==> src/rtl/rvp_pkg.sv <==
`default_nettype none
package rvp_pkg;

	localparam int CFG_IDX_W = 8;

	localparam logic [CFG_IDX_W-1:0] CFG_MAX_PACKET_SIZE  = 8'd0;
	localparam logic [CFG_IDX_W-1:0] CFG_PAYLOAD_TYPE     = 8'd1;
	localparam logic [CFG_IDX_W-1:0] CFG_SSRC             = 8'd2;
	localparam logic [CFG_IDX_W-1:0] CFG_INITIAL_SEQUENCE = 8'd3;

	localparam logic [10:0] PKT_SIZE_MIN     = 11'd1037;
	localparam logic [10:0] PKT_SIZE_MAX     = 11'd1500;
	localparam logic [10:0] PKT_OVERHEAD     = 11'd13;
	localparam logic [10:0] MAX_PKT_RESET    = 11'd1400;
	localparam logic [6:0]  PAYLOAD_TYPE_RST = 7'd96;
	localparam logic [1:0]  HDR_VERSION      = 2'd2;
	localparam logic [7:0]  DESC_START       = 8'h08;
	localparam logic [7:0]  DESC_END         = 8'h04;

	typedef struct packed {
		logic [15:0] frame_length;
		logic [31:0] frame_timestamp;
	} rvp_in_t;

	typedef struct packed {
		logic [31:0] header_word0;
		logic [31:0] header_timestamp;
		logic [31:0] header_ssrc;
		logic [7:0]  descriptor_byte;
		logic [15:0] payload_offset;
		logic [10:0] payload_length;
		logic        last_packet;
	} rvp_out_t;

	typedef enum logic [1:0] {
		ST_IDLE,
		ST_GEN,
		ST_EMIT
	} rvp_state_t;

	typedef struct packed {
		logic load;
		logic gen;
	} rvp_cmd_t;

	typedef struct packed {
		logic zero_len;
		logic done;
	} rvp_sts_t;

endpackage
`default_nettype wire

==> src/rtl/rtp_vp9_packetizer_top.sv <==
// After a frame is accepted, the first packet is registered in ST_GEN and offered in ST_EMIT.
// Throughput: one packet per cycle while out_ready is high; an empty frame is accepted
// and dropped without emitting any packet.
// One frame is processed at a time; the remaining-length and offset registers track its progress.
// Reset clears the controller to idle, loads the register defaults, and zeroes the
// sequence number and the stored timestamp.
`default_nettype none
module rtp_vp9_packetizer_top (
	input  wire logic                          clk,
	input  wire logic                          arst_n,
	input  wire logic                          in_valid,
	output logic                               in_ready,
	input  wire rvp_pkg::rvp_in_t              in_data,
	output logic                               out_valid,
	input  wire logic                          out_ready,
	output rvp_pkg::rvp_out_t                  out_data,
	input  wire logic                          cfg_valid,
	output logic                               cfg_ready,
	input  wire logic [rvp_pkg::CFG_IDX_W-1:0] cfg_index,
	input  wire logic [31:0]                   cfg_data
);
	import rvp_pkg::*;

	rvp_cmd_t cmd;
	rvp_sts_t sts;

	assign cfg_ready = 1'b1;

	rvp_ctrl u_ctrl (
		.clk       (clk),
		.arst_n    (arst_n),
		.in_valid  (in_valid),
		.in_ready  (in_ready),
		.out_valid (out_valid),
		.out_ready (out_ready),
		.cmd       (cmd),
		.sts       (sts)
	);

	rvp_dp u_dp (
		.clk       (clk),
		.arst_n    (arst_n),
		.in_data   (in_data),
		.out_data  (out_data),
		.cfg_we    (cfg_valid && cfg_ready),
		.cfg_index (cfg_index),
		.cfg_data  (cfg_data),
		.cmd       (cmd),
		.sts       (sts)
	);

	a_no_accept_while_emitting: assert property (@(posedge clk) disable iff (!arst_n)
		out_valid |-> !in_ready)
		else $error("Frame request taken while packets are pending.");

	a_packets_follow: assert property (@(posedge clk) disable iff (!arst_n)
		(out_valid && out_ready && !out_data.last_packet) |=> out_valid)
		else $error("Gap between packets of one frame.");

	a_nonempty_payload: assert property (@(posedge clk) disable iff (!arst_n)
		out_valid |-> (out_data.payload_length != 11'd0))
		else $error("Packet with empty payload.");

	a_frame_ends_idle: assert property (@(posedge clk) disable iff (!arst_n)
		(out_valid && out_ready && out_data.last_packet) |=> (in_ready && !out_valid))
		else $error("Block not idle after the last packet.");

endmodule
`default_nettype wire

==> src/rtl/rvp_ctrl.sv <==
`default_nettype none
module rvp_ctrl (
	input  wire logic             clk,
	input  wire logic             arst_n,
	input  wire logic             in_valid,
	output logic                  in_ready,
	output logic                  out_valid,
	input  wire logic             out_ready,
	output rvp_pkg::rvp_cmd_t     cmd,
	input  wire rvp_pkg::rvp_sts_t sts
);
	import rvp_pkg::*;

	rvp_state_t state_q;
	rvp_state_t state_d;

	always_ff @(posedge clk or negedge arst_n) begin
		if (!arst_n) begin
			state_q <= ST_IDLE;
		end else begin
			state_q <= state_d;
		end
	end

	always_comb begin
		state_d = state_q;
		case (state_q)
			ST_IDLE: begin
				if (in_valid && !sts.zero_len) begin
					state_d = ST_GEN;
				end
			end
			ST_GEN: begin
				state_d = ST_EMIT;
			end
			ST_EMIT: begin
				if (out_ready && sts.done) begin
					state_d = ST_IDLE;
				end
			end
			default: begin
				state_d = ST_IDLE;
			end
		endcase
	end

	always_comb begin
		in_ready  = 1'b0;
		out_valid = 1'b0;
		cmd       = '0;
		case (state_q)
			ST_IDLE: begin
				in_ready = 1'b1;
				cmd.load = in_valid;
			end
			ST_GEN: begin
				cmd.gen = 1'b1;
			end
			ST_EMIT: begin
				out_valid = 1'b1;
				cmd.gen   = out_ready && !sts.done;
			end
			default: begin
				in_ready = 1'b0;
			end
		endcase
	end

endmodule
`default_nettype wire

==> src/rtl/rvp_dp.sv <==
`default_nettype none
module rvp_dp (
	input  wire logic                       clk,
	input  wire logic                       arst_n,
	input  wire rvp_pkg::rvp_in_t           in_data,
	output rvp_pkg::rvp_out_t               out_data,
	input  wire logic                       cfg_we,
	input  wire logic [rvp_pkg::CFG_IDX_W-1:0] cfg_index,
	input  wire logic [31:0]                cfg_data,
	input  wire rvp_pkg::rvp_cmd_t          cmd,
	output rvp_pkg::rvp_sts_t               sts
);
	import rvp_pkg::*;

	logic [10:0] max_pkt_q;
	logic [6:0]  pt_q;
	logic [31:0] ssrc_q;
	logic [15:0] seq_q;
	logic [31:0] ts_q;
	logic [15:0] rem_q;
	logic [15:0] off_q;
	logic        first_q;
	logic [10:0] limit_q;
	rvp_out_t    out_q;

	logic [10:0] clamp_d;
	logic [10:0] limit_d;
	logic        last_d;
	logic [10:0] len_d;
	logic [7:0]  desc_d;

	always_comb begin
		clamp_d = max_pkt_q;
		if (max_pkt_q < PKT_SIZE_MIN) begin
			clamp_d = PKT_SIZE_MIN;
		end else if (max_pkt_q > PKT_SIZE_MAX) begin
			clamp_d = PKT_SIZE_MAX;
		end
		limit_d = clamp_d - PKT_OVERHEAD;
		last_d  = rem_q <= {5'd0, limit_q};
		len_d   = last_d ? rem_q[10:0] : limit_q;
		desc_d  = (first_q ? DESC_START : 8'h00) | (last_d ? DESC_END : 8'h00);
	end

	always_ff @(posedge clk or negedge arst_n) begin
		if (!arst_n) begin
			max_pkt_q <= MAX_PKT_RESET;
			pt_q      <= PAYLOAD_TYPE_RST;
			ssrc_q    <= '0;
			seq_q     <= '0;
			ts_q      <= '0;
			rem_q     <= '0;
			off_q     <= '0;
			first_q   <= 1'b0;
			limit_q   <= '0;
		end else begin
			if (cfg_we) begin
				case (cfg_index)
					CFG_MAX_PACKET_SIZE:  max_pkt_q <= cfg_data[10:0];
					CFG_PAYLOAD_TYPE:     pt_q      <= cfg_data[6:0];
					CFG_SSRC:             ssrc_q    <= cfg_data;
					CFG_INITIAL_SEQUENCE: seq_q     <= cfg_data[15:0];
					default: begin
					end
				endcase
			end
			if (cmd.load) begin
				rem_q   <= in_data.frame_length;
				off_q   <= '0;
				first_q <= 1'b1;
				ts_q    <= in_data.frame_timestamp;
				limit_q <= limit_d;
			end
			if (cmd.gen) begin
				rem_q   <= rem_q - {5'd0, len_d};
				off_q   <= off_q + {5'd0, len_d};
				first_q <= 1'b0;
				seq_q   <= seq_q + 16'd1;
			end
		end
	end

	always_ff @(posedge clk) begin
		if (cmd.gen) begin
			out_q.header_word0     <= {HDR_VERSION, 6'd0, last_d, pt_q, seq_q};
			out_q.header_timestamp <= ts_q;
			out_q.header_ssrc      <= ssrc_q;
			out_q.descriptor_byte  <= desc_d;
			out_q.payload_offset   <= off_q;
			out_q.payload_length   <= len_d;
			out_q.last_packet      <= last_d;
		end
	end

	assign out_data     = out_q;
	assign sts.zero_len = in_data.frame_length == 16'd0;
	assign sts.done     = rem_q == 16'd0;

endmodule
`default_nettype wire
==> config.mk <==
export PLATFORM = sky130hd
export DESIGN_NAME = rtp_vp9_packetizer_top
export DESIGN_NICKNAME = d
export VERILOG_FILES = /design/src/rtl/rvp_pkg.sv /design/src/rtl/rtp_vp9_packetizer_top.sv /design/src/rtl/rvp_ctrl.sv /design/src/rtl/rvp_dp.sv
export SDC_FILE = /design/constraint.sdc
export NUM_CORES = 1
export LEC_CHECK = 0
export BUFFER_PORTS_ARGS = -buffer_cell sky130_fd_sc_hd__buf_2
export CORE_ASPECT_RATIO = 0.6
export CORE_MARGIN = 5
export CORE_UTILIZATION = 50
export CTS_BUF_LIST = sky130_fd_sc_hd__clkbuf_8 sky130_fd_sc_hd__clkbuf_16
export CTS_CLUSTER_DIAMETER = 100
export DETAILED_ROUTE_END_ITERATION = 10
export GPL_ROUTABILITY_DRIVEN = 0
export GPL_TIMING_DRIVEN = 0
export PLACE_DENSITY_LB_ADDON = 0.2
export SETUP_SLACK_MARGIN = 0.02
export SYNTH_ARGS = -nofsm -noshare
export SYNTH_HDL_FRONTEND = slang
export SYNTH_SLANG_ARGS = --single-unit
==> constraint.sdc <==
create_clock -name clk -period 6.8 [get_ports clk]
set_input_delay 0.68 -clock clk [delete_from_list [all_inputs] [get_ports clk]]
set_output_delay 0.68 -clock clk [all_outputs]
set_load 0.01 [all_outputs]
# Word-level counts from Yosys, hierarchy flattened
# Cells that the tools add are included.
[classes]
n_bitwise = 1
n_reduce_logical = 17
add_sub_neg = 4
magnitude_cmp = 3
n_mux = 21
eq_ne = 7
[op_table]
columns = ["op", "count"]
rows = [
  ["$mux 16", 7],
  ["$mux 11", 3],
  ["$logic_not 16->1", 2],
  ["$add 16x1->16 const B", 1],
  ["$add 16x11->16", 1],
  ["$eq 8x2->1 const B", 2],
  ["$le 16x11->1", 1],
  ["$sub 16x11->16", 1],
  ["$gt 11x11->1 const B", 1],
  ["$lt 11x11->1 const B", 1],
  ["$sub 11x4->11 const B", 1],
  ["$reduce_and 2->1", 5],
  ["$eq 8x1->1 const B", 1],
  ["$logic_not 8->1", 1],
  ["$or 8x8->8", 1],
  ["$pmux 2 s3", 1],
  ["$reduce_bool 2->1", 3],
  ["$mux 1", 5],
  ["$mux 2", 2],
  ["$mux 4", 1],
  ["$ne 2x1->1 const B", 2],
  ["$logic_and 1x1->1", 3],
  ["$mux 3", 1],
  ["$eq 2x1->1 const B", 1],
  ["other kinds (4)", 5],
]
[word_totals]
ff_bits = 268
in_bits = 93
word_cells = 70
out_inout_bits = 135

# Longest topological paths before layout
[depth]
ltp_word = 6
mapped_depth = 25
ltp_nobuf = 21

# Modules after synthesis
# A second synthesis with hierarchy kept.
[hier_totals]
hier_cells = 862
area_unflattened_um2 = 11596.1
[modules_own_cells]
columns = ["mod", "cells_per_inst", "seq_area_each_um2", "area_per_inst_um2", "instances"]
rows = [
  ["rvp_dp", 844, 7046.8, 11404.7, 1],
  ["rvp_ctrl", 16, 50.0, 180.2, 1],
  ["rtp_vp9_packetizer_top", 2, 0.0, 11.3, 1],
]

# Least setup slack after synthesis
# OpenSTA, ideal clock, no wires.
[synth_timing]
kind = "register -> register"
start = "register u_dp.rem_q[2]"
end = "register u_dp.rem_q[0]"
n_path_buf = 4
slack_ns = 1.134
period_less_slack_ns = 5.666
required_time_ns = 6.499
setup_time_ns = 0.301
stages_incl_launch_ff = 12
arrival_time_ns = 5.364
path_cell_list = "dfrtp_1 > clkbuf_1 > nor3_1 > nand3_1 > o21a_1 > a21o_1 > nand2_1 > inv_1 > clkbuf_1 > clkbuf_1 > buf_1 > a21oi_1"
[synth_lines]
columns = ["item", "line", "text"]
rows = [
  ["start: declaration", "rvp_dp.sv:20", "logic [15:0] rem_q;"],
  ["start signal: assignment", "rvp_dp.sv:68", "rem_q <= in_data.frame_length;"],
  ["start signal: assignment", "rvp_dp.sv:75", "rem_q <= rem_q - {5'd0, len_d};"],
]

# Worst setup path in the final report
[layout_timing]
start = "register u_dp.limit_q[2]"
end = "register u_dp.rem_q[15]"
[layout_via]
elab_chain_cells = 4
[layout_lines]
columns = ["item", "line", "text"]
rows = [
  ["start: declaration", "rvp_dp.sv:23", "logic [10:0] limit_q;"],
  ["start signal: assignment", "rvp_dp.sv:72", "limit_q <= limit_d;"],
  ["$le 16x11->1", "rvp_dp.sv:40", "last_d = rem_q <= {5'd0, limit_q};"],
  ["$mux 11", "rvp_dp.sv:41", "len_d = last_d ? rem_q[10:0] : limit_q;"],
  ["via u_dp.len_d[1]", "rvp_dp.sv:29", "logic [10:0] len_d;"],
  ["$sub 16x11->16", "rvp_dp.sv:75", ""],
  ["$mux 16", "rvp_dp.sv:74", "if (cmd.gen) begin"],
]
# The timed path passes the listed nets, and every way through them passes these cells.
# A chain may end at the register's enable or synchronous reset.

==> run summary <==
number of synthesized flops with an enable pin - 116
Clock Sinks - 260
crit path max fanout - 10
top_reg_cell synth - dfrtp_1
unrepaired setup endpoints after global routing - false
Crit path max-delay family - compound AO/OA/AOI/OAI gates
Final Hold Fails - 0
element type at the critical path start - flop
vias in the first global route - 7970
worst slew pin tran - 0.7863 ns
first-pass GRT wire length - 45370 um
initial core utilization - 50.61%
GRT Overall Usage - 21.97%
Worst Path Required - 7.20 ns
Pre-Repair DR Iteration Count - 5
Nets - 1313
vias - 8368
max_slew headroom - 47.10%
I/O pin count - 228
root buf cell - clkbuf_16
die span in y - 128.1 um
period utilization - 92.32%
total grt overflow - 0
max_cap viols - 0
reg-to-reg setup timing slack - 0.52 ns
initial antenna violation count - 1
DRC Markers - 0
ratio of cells with drive above 1 in the final layout - 30.95%
Die W - 206.9 um
cell depth of the worst setup path - 25
Critical path buffers and inverters - 7
Pleak - 6.183 nW
largest buffer count on any clock path - 3
fin. max-slew vios - 0
Port Buffer Count - 212
Setup Buffers After CTS - 0
Seq/Total Area, Yosys - 61.04%
Max stage delay on crit path - 0.43 ns
most common cell after layout, fill and taps aside - buf_2
Clk Latency, worst-skew pair - 0.53 ns
Slowest-stage cell, CP - buf_1
most frequent cells in the layout - buf_2, dfrtp_1, edfxtp_1, mux2_2, nand2_1
Multi-input gate area - 4177 um^2
setup violators final - 0
CTS tree - built
Rows - 43
wire length per cell - 19.39 um
core area - 22970 um^2
status - finished clean
Fillers - 1855
area grow syn2layout - 20.01%
DR vias/cell - 5.513
H-tree depth - 1
dpl hpwl - 22290 um
WS Path Type - flop to flop
Tot Pwr - 5.772 mW
Synth Area in XOR/XNOR - 1.733%
Initial DRC Count - 636
Worst Clk Skew - 0.01238 ns
largest net degree at the start of global routing - 94
FF/Latch Area - 7097 um^2
FFs w/ async S/R, synth - 55.38%
Avg Inst Size Synth - 12.51 um^2
Die Area - 26500 um^2
post-synthesis cell count - 929
Worst Setup End Kind - flop
HP Class - input port to async pin
CP arrival - 6.68 ns
Synth Area in Adders - 4.090%
register bit count reported by yosys - 260
final core occ - 60.73%
Max VDD drop - 0.2070 mV
total CTS buffers - 24
Simple-Gate Fraction of Synth Area - 9.492%
reg-to-reg critical path endpoint - u_dp.rem_q[15]
worst r2r path cells - 25
combinational family with the most area after synthesis - compound AO/OA/AOI/OAI gates
Worst-path clk slew - 0.06 ns
YS warnings - 0
R2R Path Start - u_dp.limit_q[2]
Cell variety after synth - 66
Mapped Area - 11630 um^2
pwr dens - 413.7 nW/um^2
complex-gate fraction of the synthesized area - 11.02%
final WL - 29440 um
ANT nets after route - 0
final worst path period need - 6.278 ns
mux cell area share after synthesis - 9.105%
FMAX - 159.3 MHz
-- what timing repair did --
action / 4_1_cts / 5_1_grt
hold buffers: 0 / 0
endpoints found under the setup margin: 0 / 1
resized for setup: 0 / 1
-- worst reg2reg max path, delay by kind of cell, from the launching register on --
family,cells,cell delay [ns]
simple gates,6,1.01
mux,1,0.28
buf+inv,7,1.79
fa+ha+maj,2,0.66
flops,1,0.32
compound gates,9,2.11
-- layer usage --
metal  GRT usage, %  vias to the layer above  share of wire, %
met5              0                        -                 0
met4          3.573                        0               1.7
met3          6.397                       39                10
met2          30.48                      330                40
met1          34.79                     4085                48
li1               -                     3914                 -
-- report_power, final --
group	switching (mW)	leakage, nW	internal (mW)
Sequential	0.253	2.92	2.24
Combinational	1.26	2.86	0.786
Clock	0.561	0.405	0.675
-- metrics by stage --
step	instances	setup TNS (ns)	cell area, um^2	hold slack (ns)	setup slack (ns)
2_1_floorplan	942	0	11670	0.3844	1.134
3_3_place_gp	1469	-197.24	13130	0.4224	-1.667
3_5_place_dp	1473	0	13230	0.4251	0.6106
4_1_cts	1517	0	13950	0.1284	0.5838
5_1_grt	1518	0	13950	0.1376	0.1241
6_report	1518	0	13950	0.09455	0.5222
-- flip-flops by register name, summed over array words and instances, names as in the netlist --
| register | flops |
|---|---|
| u_dp.first_q | 1 |
| u_dp.max_pkt_q | 11 |
| u_dp.rem_q | 16 |
| u_dp.ts_q | 32 |
| u_dp.pt_q | 7 |
| u_ctrl.state_q | 2 |
| u_dp.off_q | 16 |
| u_dp.out_data | 116 |
| u_dp.limit_q | 11 |
| u_dp.seq_q | 16 |
| u_dp.ssrc_q | 32 |
-- logic make-up after synthesis --
group                    Yosys count
AO/OA/AOI/OAI                    194
XOR/XNOR                          23
adder cells (fa/ha/maj)           37
buffers and inverters             88
flip-flops                       260
multiplexers                      95
other                              2
AND/OR/NAND/NOR                  230
-- area by class of cell --
| cell class | instances | share of cell area, % |
|---|---|---|
| Clock buffer | 26 | 4.583 |
| Multi-Input combinational cell | 594 | 29.93 |
| Sequential cell | 260 | 50.87 |
| Inverter | 33 | 0.8878 |
| Tap cell | 315 | 2.825 |
| Timing Repair Buffer | 216 | 8.277 |
| Clock inverter | 18 | 0.6008 |
| Buffer | 55 | 2.009 |
| Antenna cell | 1 | 0.01794 |
-- cell usage after synthesis, types with 8 or more instances --
| master | count | area (um^2) |
|---|---|---|
| o21ai_0 | 50 | 250.2 |
| buf_4 | 17 | 127.6 |
| mux2_2 | 82 | 923.4 |
| mux2i_1 | 12 | 120.1 |
| nor3_1 | 14 | 70.07 |
| a211oi_1 | 16 | 120.1 |
| edfxtp_1 | 116 | 3483 |
| ha_1 | 34 | 425.4 |
| inv_1 | 32 | 120.1 |
| nor2_1 | 47 | 176.4 |
| dfrtp_1 | 136 | 3403 |
| a21oi_1 | 41 | 205.2 |
| dfstp_2 | 8 | 210.2 |
| clkbuf_1 | 32 | 120.1 |
| and3_1 | 15 | 93.84 |
| xor2_1 | 9 | 78.83 |
| xnor2_1 | 14 | 122.6 |
| nand2_1 | 73 | 274.0 |
| o21ai_1 | 14 | 70.07 |
| nand3_1 | 33 | 165.2 |
| o211ai_1 | 9 | 67.56 |
-- worst max-delay path by stage --
stage | startpoint | end
final | u_dp.limit_q[2] | u_dp.rem_q[15]
after detailed placement | u_dp.limit_q[2] | u_dp.rem_q[15]
after global routing | u_dp.limit_q[8] | u_dp.rem_q[15]
after CTS | u_dp.limit_q[2] | u_dp.rem_q[15]
after floorplan | u_dp.rem_q[2] | u_dp.rem_q[0]
after global placement | u_dp.rem_q[4] | u_dp.rem_q[0]
Power figures use the tool's default switching activity.
